File: src/design/ssd_pkg.sv
// Shared constants, types and the segment glyph table for the scan driver.
package ssd_pkg;

	localparam int unsigned VALUE_W = 16;
	localparam int unsigned QUOT_W  = 14;
	localparam int unsigned PROD_W  = 30;

	localparam logic [1:0] REG_VALUE = 2'd0;
	localparam logic [1:0] REG_POINT = 2'd1;
	localparam logic [1:0] REG_MODE  = 2'd2;

	localparam logic [1:0] MODE_DEC  = 2'd0;
	localparam logic [1:0] MODE_HEX  = 2'd1;
	localparam logic [1:0] MODE_DASH = 2'd2;

	localparam logic [VALUE_W-1:0] POINT_RESET     = 16'd4;
	localparam int unsigned        MULTI_POINT_BIT = 15;
	localparam logic [QUOT_W-1:0]  DEC_LIMIT       = 14'd9999;
	localparam logic [6:0]         DASH_PATTERN    = 7'h40;

	// reciprocal constants: floor(x * K >> S) equals x / D for x below 10000
	localparam logic [15:0] RECIP_1000 = 16'd8389;
	localparam int unsigned SHIFT_1000 = 23;
	localparam logic [15:0] RECIP_100  = 16'd5243;
	localparam int unsigned SHIFT_100  = 19;
	localparam logic [15:0] RECIP_10   = 16'd52429;
	localparam int unsigned SHIFT_10   = 19;

	typedef struct packed {
		logic [1:0]        pos;
		logic [QUOT_W-1:0] quot;
		logic              dec;
		logic              dash;
		logic              dp;
	} ssd_ctl_t;

	function automatic logic [6:0] glyph(input logic [3:0] d);
		logic [6:0] g;
		case (d)
			4'h0: g = 7'h3F;
			4'h1: g = 7'h06;
			4'h2: g = 7'h5B;
			4'h3: g = 7'h4F;
			4'h4: g = 7'h66;
			4'h5: g = 7'h6D;
			4'h6: g = 7'h7D;
			4'h7: g = 7'h07;
			4'h8: g = 7'h7F;
			4'h9: g = 7'h6F;
			4'hA: g = 7'h77;
			4'hB: g = 7'h7C;
			4'hC: g = 7'h39;
			4'hD: g = 7'h5E;
			4'hE: g = 7'h79;
			default: g = 7'h71;
		endcase
		return g;
	endfunction

endpackage

File: src/design/ssd_digit_pick.sv
// Selects the source digit (decimal quotient or hex nibble) and point for one position.
module ssd_digit_pick (
	input  logic [ssd_pkg::VALUE_W-1:0] value,
	input  logic [ssd_pkg::VALUE_W-1:0] point,
	input  logic [1:0]                  mode,
	input  logic [1:0]                  pos,
	output ssd_pkg::ssd_ctl_t           ctl
);
	import ssd_pkg::*;

	logic [QUOT_W-1:0] vsat;
	logic [15:0]       recip;
	logic [PROD_W-1:0] prod;
	logic [QUOT_W-1:0] quot;
	logic [3:0]        nibble;
	logic              dp;
	logic              is_dec;
	logic              is_dash;

	always_comb begin
		vsat = (value > VALUE_W'(DEC_LIMIT)) ? DEC_LIMIT : value[QUOT_W-1:0];
		unique case (pos)
			2'd0: recip = RECIP_1000;
			2'd1: recip = RECIP_100;
			default: recip = RECIP_10;
		endcase
		prod = PROD_W'(vsat) * PROD_W'(recip);
		unique case (pos)
			2'd0: quot = QUOT_W'(prod >> SHIFT_1000);
			2'd1: quot = QUOT_W'(prod >> SHIFT_100);
			2'd2: quot = QUOT_W'(prod >> SHIFT_10);
			default: quot = vsat;
		endcase
		unique case (pos)
			2'd0: nibble = value[15:12];
			2'd1: nibble = value[11:8];
			2'd2: nibble = value[7:4];
			default: nibble = value[3:0];
		endcase
		if (point[MULTI_POINT_BIT]) begin
			dp = point[pos];
		end else begin
			dp = (point == VALUE_W'(pos));
		end
		is_dec  = (mode == MODE_DEC);
		is_dash = (mode == MODE_DASH);

		ctl.pos  = pos;
		ctl.quot = is_dec ? quot : QUOT_W'(nibble);
		ctl.dec  = is_dec;
		ctl.dash = is_dash;
		ctl.dp   = dp & ~is_dash;
	end

endmodule

File: src/design/ssd_glyph_enc.sv
// In decimal mode reduces the quotient to one decimal digit; encodes the segment pattern or dash.
module ssd_glyph_enc (
	input  ssd_pkg::ssd_ctl_t ctl,
	output logic [6:0]        segments,
	output logic              decimal_point
);
	import ssd_pkg::*;

	logic [PROD_W-1:0] prod;
	logic [QUOT_W-1:0] tens;
	logic [QUOT_W-1:0] rem;
	logic [3:0]        digit;

	always_comb begin
		prod  = PROD_W'(ctl.quot) * PROD_W'(RECIP_10);
		tens  = QUOT_W'(prod >> SHIFT_10);
		rem   = ctl.quot - ((tens << 3) + (tens << 1));
		digit = ctl.dec ? rem[3:0] : ctl.quot[3:0];
		segments      = ctl.dash ? DASH_PATTERN : glyph(digit);
		decimal_point = ctl.dp;
	end

endmodule

File: src/design/seven_segment_scan_driver_core.sv
// Top level of the four-digit seven-segment scan driver.
// Usage:
//   Input channel (in_valid/in_stall/tick): each accepted word advances the
//   scan position by one when tick is set, else keeps it; position 0 is the
//   leftmost digit and the first tick after reset selects position 1.
//   Output channel (out_valid/out_stall): one word per input word carrying
//   digit_index, segments (bit0 a .. bit6 g) and decimal_point.
//   Configuration: cfg_wr_en with cfg_index 0 value, 1 point select,
//   2 mode (0 decimal saturated at 9999, 1 or 3 hex, 2 dashes); index 3
//   is ignored. Write only while no word is in flight.
// Pipeline: the input register loads at the accept edge, then digit select
//   with one reciprocal multiply feeds the stage-two register, then glyph
//   encode with one more feeds the output register.
// Throughput: one word per cycle; each stage moves as soon as the next one
//   is empty or draining, so bubbles close up under output stall.
// Reset: arst_n clears the scan position to 0, value 0, point select 4,
//   decimal mode, and empties the pipeline.
// Stall: with out_stall high the output word holds; in_stall rises only
//   once all three stages hold words and out_stall is high.
module seven_segment_scan_driver_core (
	input  logic        clk,
	input  logic        arst_n,
	input  logic        in_valid,
	output logic        in_stall,
	input  logic        tick,
	output logic        out_valid,
	input  logic        out_stall,
	output logic [1:0]  digit_index,
	output logic [6:0]  segments,
	output logic        decimal_point,
	input  logic        cfg_wr_en,
	input  logic [1:0]  cfg_index,
	input  logic [ssd_pkg::VALUE_W-1:0] cfg_data
);
	import ssd_pkg::*;

	logic [VALUE_W-1:0] value_q;
	logic [VALUE_W-1:0] point_q;
	logic [1:0]         mode_q;
	logic [1:0]         pos_q;
	logic [1:0]         pos_next;

	logic               valid_s1;
	logic [1:0]         pos_s1;
	logic               valid_s2;
	ssd_ctl_t           ctl_s2;
	ssd_ctl_t           ctl_pick;
	logic               out_valid_q;
	logic [1:0]         digit_index_q;
	logic [6:0]         segments_q;
	logic               decimal_point_q;
	logic [6:0]         seg_enc;
	logic               dp_enc;

	logic               ready_out;
	logic               ready_s2;
	logic               ready_s1;
	logic               in_accept;

	assign ready_out = ~out_valid_q | ~out_stall;
	assign ready_s2  = ~valid_s2 | ready_out;
	assign ready_s1  = ~valid_s1 | ready_s2;
	assign in_stall  = ~ready_s1;
	assign in_accept = in_valid & ready_s1;
	assign pos_next  = pos_q + {1'b0, tick};

	always_ff @(posedge clk or negedge arst_n) begin
		if (!arst_n) begin
			value_q <= '0;
			point_q <= POINT_RESET;
			mode_q  <= MODE_DEC;
		end else if (cfg_wr_en) begin
			unique case (cfg_index)
				REG_VALUE: value_q <= cfg_data;
				REG_POINT: point_q <= cfg_data;
				REG_MODE:  mode_q  <= cfg_data[1:0];
				default:   ;
			endcase
		end
	end

	always_ff @(posedge clk or negedge arst_n) begin
		if (!arst_n) begin
			pos_q       <= '0;
			valid_s1    <= 1'b0;
			valid_s2    <= 1'b0;
			out_valid_q <= 1'b0;
		end else begin
			if (in_accept) begin
				pos_q <= pos_next;
			end
			if (ready_s1) begin
				valid_s1 <= in_valid;
			end
			if (ready_s2) begin
				valid_s2 <= valid_s1;
			end
			if (ready_out) begin
				out_valid_q <= valid_s2;
			end
		end
	end

	always_ff @(posedge clk) begin
		if (in_accept) begin
			pos_s1 <= pos_next;
		end
		if (ready_s2 && valid_s1) begin
			ctl_s2 <= ctl_pick;
		end
		if (ready_out && valid_s2) begin
			digit_index_q   <= ctl_s2.pos;
			segments_q      <= seg_enc;
			decimal_point_q <= dp_enc;
		end
	end

	ssd_digit_pick u_pick (
		.value (value_q),
		.point (point_q),
		.mode  (mode_q),
		.pos   (pos_s1),
		.ctl   (ctl_pick)
	);

	ssd_glyph_enc u_enc (
		.ctl           (ctl_s2),
		.segments      (seg_enc),
		.decimal_point (dp_enc)
	);

	assign out_valid     = out_valid_q;
	assign digit_index   = digit_index_q;
	assign segments      = segments_q;
	assign decimal_point = decimal_point_q;

`ifndef SYNTHESIS
	a_pos_advance: assert property (@(posedge clk) disable iff (!arst_n)
		in_valid && !in_stall && tick |=> pos_q == $past(pos_q) + 2'd1)
		else $error("scan position did not advance on tick");

	a_pos_hold: assert property (@(posedge clk) disable iff (!arst_n)
		!(in_valid && !in_stall) |=> pos_q == $past(pos_q))
		else $error("scan position moved without an accepted word");

	a_stall_full: assert property (@(posedge clk) disable iff (!arst_n)
		in_stall |-> valid_s1 && valid_s2 && out_valid_q && out_stall)
		else $error("input stalled while pipeline has a bubble");

	a_s1_keep: assert property (@(posedge clk) disable iff (!arst_n)
		valid_s1 && !ready_s2 |=> valid_s1 && $stable(pos_s1))
		else $error("stage one word dropped under stall");
`endif

endmodule

File: config.mk
export PLATFORM = sky130hd
export DESIGN_NAME = seven_segment_scan_driver_core
export DESIGN_NICKNAME = d
export VERILOG_FILES = /design/src/design/ssd_pkg.sv /design/src/design/ssd_digit_pick.sv /design/src/design/ssd_glyph_enc.sv /design/src/design/seven_segment_scan_driver_core.sv
export SDC_FILE = /design/constraint.sdc
export NUM_CORES = 1
export LEC_CHECK = 0
export ABC_AREA = 1
export BUFFER_PORTS_ARGS = -buffer_cell sky130_fd_sc_hd__buf_2
export CAP_MARGIN = 10
export CORE_MARGIN = 2
export CORE_UTILIZATION = 35
export CTS_CLUSTER_DIAMETER = 60
export DETAILED_ROUTE_END_ITERATION = 10
export HOLD_SLACK_MARGIN = 0.08
export PLACE_DENSITY = 0.58
export SLEW_MARGIN = 25
export SYNTH_ARGS = -nofsm -noshare
export SYNTH_HDL_FRONTEND = slang
export SYNTH_HIERARCHICAL = 1
export SYNTH_SLANG_ARGS = --single-unit
File: constraint.sdc
create_clock -name clk -period 8.4 [get_ports clk]
set_input_delay 1.26 -clock clk [delete_from_list [all_inputs] [get_ports clk]]
set_output_delay 1.26 -clock clk [all_outputs]
set_load 0.01 [all_outputs]
Word level (Yosys, flattened, before mapping). Memory sizes are Yosys's and may differ from the RTL's. A register that Yosys moved wholly into a read port is not among the register bits. Index checks and enable logic that the tools add are counted.

Add/subtract/negate cells: 3. $mul: 2. Order comparisons: 2. Eq/ne operators: 6. Muxes and demuxes: 9. Bitwise gates (word level): 11. Reduce and logical (&&, ||, !) cells: 9.

Operators with widths (count): one-hot mux 16 bit (2 select lines) (1); multiplier 14 x 16 -> 30 bit (1); one-hot mux 14 bit (2 select lines) (1); multiplier 14 x 16 -> 22 bit, second input constant (1); equality test 16 x 2 -> 1 bit (1); greater-than comparator 16 x 14 -> 1 bit, second input constant (1); two-way mux 14 bit (1); one-hot mux 4 bit (3 select lines) (1); two-way mux 4 bit (2); equality test 2 bit, second input constant (3); zero test 2 bit (3); NOT 1 bit (6); AND reduction 2 bit (3); < comparator 2 x 5 -> 1 bit, second input constant (1); adder 4 bit (1); equality test 2 x 1 -> 1 bit, second input constant (2); subtractor 4 bit (1); OR 1 bit (3); adder 2 x 1 -> 2 bit (1); bitwise AND 1 bit (2); binary-select mux 1 bit (select 2 bit) (1); logical AND 1 bit (2); two-way mux 1 bit (2); OR reduction 2 bit (1).

Register bits: 63. Bits in read-only memories: 112. Bits of input ports: 24. Output and inout bits: 12. Word-level logic and storage cells: 59. Memories kept: 1.

Memories: (name not given) (depth 16, width 7, rd ports 1, clocked after memory_dff 1, write ports 0, RTL line ssd_pkg.sv:39) `case (d)`.

Depth between registers and ports, before layout.
Depth in word-level cells: 5. Mapped depth: 39. Mapped depth without buffers: 39.

By module. The synthesis kept the hierarchy.

By module, submodules not included: ssd_digit_pick (times used 1, cells an instance 957, area an instance 7171.9 um^2, sequential area each 0.0 um^2); ssd_glyph_enc (times used 1, cells an instance 421, area an instance 3289.4 um^2, sequential area each 0.0 um^2); seven_segment_scan_driver_core (times used 1, cells an instance 191, area an instance 2570.0 um^2, sequential area each 1908.1 um^2).

Worst setup path before layout. OpenSTA, ideal clock, no wires.

Kind: flip-flop to flip-flop. Start point: register value_q[12]. End point: register ctl_s2[4] in the netlist's numbering (data pin). Library setup time: 0.253 ns. Data arrival time: 6.115 ns. Required time: 8.147 ns. Setup slack: 2.032 ns. Cell stages (with the launch flop): 33. Path buffers: 1. Period minus slack after synthesis: 6.368 ns. Cell sequence: dfrtp_1 -> inv_2 -> nand2_1 -> a21oi_4 -> nand2_1 -> buf_2 -> nor2_1 -> inv_1 -> nor2_1 -> inv_1 -> fa_1 -> fa_1 -> fa_1 -> inv_1 -> fa_1 -> fa_1 -> inv_1 -> fa_1 -> inv_1 -> ha_1 -> a21oi_1 -> inv_1 -> a21oi_1 -> inv_1 -> a21oi_1 -> inv_1 -> a21oi_1 -> nand2_1 -> or2_2 -> nand3_1 -> nand3_1 -> nand2_1 -> nand2_1.

RTL lines: start, declared (RTL line seven_segment_scan_driver_core.sv:37) `logic [VALUE_W-1:0] value_q;`; start signal, assigned (RTL line seven_segment_scan_driver_core.sv:74) `REG_VALUE: value_q <= cfg_data;`; end signal, assigned (RTL line seven_segment_scan_driver_core.sv:109) `ctl_s2 <= ctl_pick;`; end, declared (RTL line seven_segment_scan_driver_core.sv:46) `ssd_ctl_t ctl_s2;`.

==> flow_summary.toml <==
[status]
status = "finished, final reports clean"

[sta]
fin_crit_ns = 7.65
fin_skew_ns = 0.00946
min_period_over_period = 0.910
tightestPinTransition_ns = 0.860
grt_setup_unrepaired = "no"
finalSetupViolations = 0
hold_viol = 0
maxSlewHeadroom = 0.427
slew_violations = 0
tns_ns = 0
fmax_ghz = 0.131

[synthesis]
seq_area_frac_synth = 0.146
synth_largest_area_cell = "fa_1"
synth.ff_latch_count = 70
synth_cell_type_count = 51
syn-num-nets = 1981
synth_top_family_by_area = "adder cells"
synthArstFlopShare = 0.557
ys.flop_type = "dfrtp_1"
synth_xor_area_frac = 0.0141
ys_warn_count = 6
synth_compound_area_frac = 0.0805
ys_top_cells_by_area = "fa_1 (25%), ha_1 (22%), inv_1 (11%)"
synth_edf_count = 31
synthAdderAreaFrac = 0.466
postSynthAreaPerCell_um2 = 8.31
synth_cells = 1569
yosys.area_share.simple = 0.165
yosysTopAreaCellShare = 0.250
synth_mux_area_frac = 0
syn_area_mm2 = 0.0130

[cts]
hold_buffers = 0
cts_buffer_depth = 2
cts_setup_buffers = 0
clkTransAtPathRegs_ns = 0.06
ctsResizeCount = 0
cts_buffers = 9
tritoncts = "built"
clock_sinks = 70
cts_root_buffer = "clkbuf_16"
htree_levels = 3
insertion_delay_ns = 0.34

[floorplanning]
start_util = 0.356
rows = 70
fp.dieH_um = 197
fp.dieW_um = 197
ios = 36
die_area_mm2 = 0.0388
core_mm2 = 0.0366

[worst_setup_path]
startpoint_type = "flip-flop"
critical-path-top-delay-family = "adder cells"
end_kind = "flip-flop"
critical_path.max_fanout = 13
slowest_stage = "fa_1"
crit_type = "flip-flop to flip-flop"
path_buf_inv = 7
crit_path_max_incr_delay_ns = 0.56
worstPathArrival_ns = 7.72
crit_required_ns = 8.47
crit_top_cell = "nand2_1"

[global_routing]
grt_usage = 0.175
grt_max_degree = 40
grt_overflow_total = 0
antenna_found_initial = 0
grt_pass1_wl_mm = 53.1
first_global_vias = 10290

[routing]
drc = 0
viasPerCell = 4.75
drt-wirelength-per-cell_um = 15.7
finalWirelength_mm = 32.5
vias = 9806
antenna_left = 0
first_iter_violations = 615
drt_first_pass_iters = 5

[place]
port_buffers = 35
dp_cells = 2047
gp_congestion = 0.927
hpwl_mm = 28.9

[cells_and_area]
syn_to_final_growth_pct = 7.24
num-nets-final = 2002
drive_above_1_share = 0.0878
final_cells = 2063
antenna_cells = 0
nFillCells = 3790

[min_path]
hold_path.class = "flip-flop to flip-flop"

[job]
drv_cap = 0
per-layer routing:
metal,vias up,GRT usage,wire [um]
met5,-,0,0
met4,0,0.0507,909
met3,53,0.0282,1520
met2,211,0.281,14500
met1,4653,0.242,15600
li1,4889,-,-
cell families after synthesis:
group                    after synthesis
AND/OR/NAND/NOR                      496
buffers and inverters                427
adder cells (fa/ha/maj)              388
AO/OA/AOI/OAI                        167
flip-flops                            70
XOR/XNOR                              21
final timing paths:
check | startpoint | endpoint | slack [ns] | cells past startpoint
min in group asynchronous | arst_n | out_valid$_DFFE_PN0P_ | 1.03 | 1
setup / recovery | value_q[11]$_DFFE_PN0P_ | ctl_s2[3]$_DFFE_PP_ | 0.75 | 34
hold reg to reg | ctl_s2[17]$_DFFE_PP_ | digit_index[0]$_DFFE_PP_ | 0.42 | 0
setup reg to reg | value_q[11]$_DFFE_PN0P_ | ctl_s2[3]$_DFFE_PP_ | 0.75 | 34
max in group asynchronous | arst_n | point_q[15]$_DFFE_PN0P_ | 6.82 | 1
hold / removal | ctl_s2[17]$_DFFE_PP_ | digit_index[0]$_DFFE_PP_ | 0.42 | 0
layout make-up:
cell class,count,area [um2],share of cell area
Sequential cell,70,1910,0.137
Timing Repair Buffer,40,213,0.0152
Inverter,397,1490,0.107
Clock buffer,9,225,0.0161
Tap cell,468,586,0.0419
Clock inverter,7,97.6,0.00698
Multi-Input combinational cell,1072,9460,0.677
state kept, by name (all words and copies together), names as in the netlist:
register	count
valid_s1	1
pos_s1	2
value_q	16
mode_q	2
segments	7
digit_index	2
ctl_s2	19
valid_s2	1
out_valid	1
decimal_point	1
pos_q	2
point_q	16
stage by stage:
step	setup slack [ns]	hold WS, ns	instance area [um2]	util
final	0.752	0.423	14000	0.382
after global routing	0.243	0.437	14000	0.382
after CTS	0.826	0.426	14000	0.382
after detailed placement	0.857	0.411	13700	0.373
after global placement	0.856	0.404	13700	0.373
after floorplan	2.03	0.400	13000	-
cells in the final DEF, fill, tap and decap left out, types with 4 or more instances in the layout:
| cell | Yosys | routed |
|---|---|---|
| a21oi_1 | 58 | 58 |
| a21oi_2 | 4 | 4 |
| a31oi_1 | 4 | 4 |
| buf_2 | 4 | 35 |
| buf_4 | 6 | 5 |
| clkbuf_16 | 0 | 9 |
| clkinv_1 | 4 | 5 |
| dfrtp_1 | 38 | 38 |
| edfxtp_1 | 31 | 31 |
| fa_1 | 163 | 163 |
| ha_1 | 225 | 225 |
| inv_1 | 380 | 380 |
| inv_2 | 13 | 13 |
| nand2_1 | 277 | 277 |
| nand2_2 | 12 | 12 |
| nand3_1 | 54 | 54 |
| nand3b_1 | 7 | 7 |
| nand4_1 | 5 | 5 |
| nor2_1 | 99 | 99 |
| nor2_2 | 11 | 11 |
| nor3_1 | 14 | 14 |
| o21ai_0 | 37 | 37 |
| o21ai_1 | 13 | 13 |
| o21ai_2 | 28 | 28 |
| or2_2 | 4 | 4 |
| xnor2_1 | 10 | 10 |
| xor2_1 | 11 | 11 |
cells in the mapped netlist (2+ instances only):
master	count
a21boi_0	2
a21o_1	2
a21oi_1	58
a21oi_2	4
a31oi_1	4
and2_1	2
buf_2	4
buf_4	6
buf_6	5
clkbuf_1	15
clkinv_1	4
dfrtp_1	38
edfxtp_1	31
fa_1	163
ha_1	225
inv_1	380
inv_2	13
nand2_1	277
nand2_2	12
nand2_4	3
nand3_1	54
nand3_4	3
nand3b_1	7
nand4_1	5
nor2_1	99
nor2_2	11
nor2_4	2
nor3_1	14
nor4_1	2
o211ai_1	2
o21a_1	2
o21ai_0	37
o21ai_1	13
o21ai_2	28
o21bai_1	3
o221ai_1	2
or2_2	4
xnor2_1	10
xor2_1	11
Power is not shown: default switching activity piles up to over one toggle a cycle in this logic, so the estimate is an artifact.
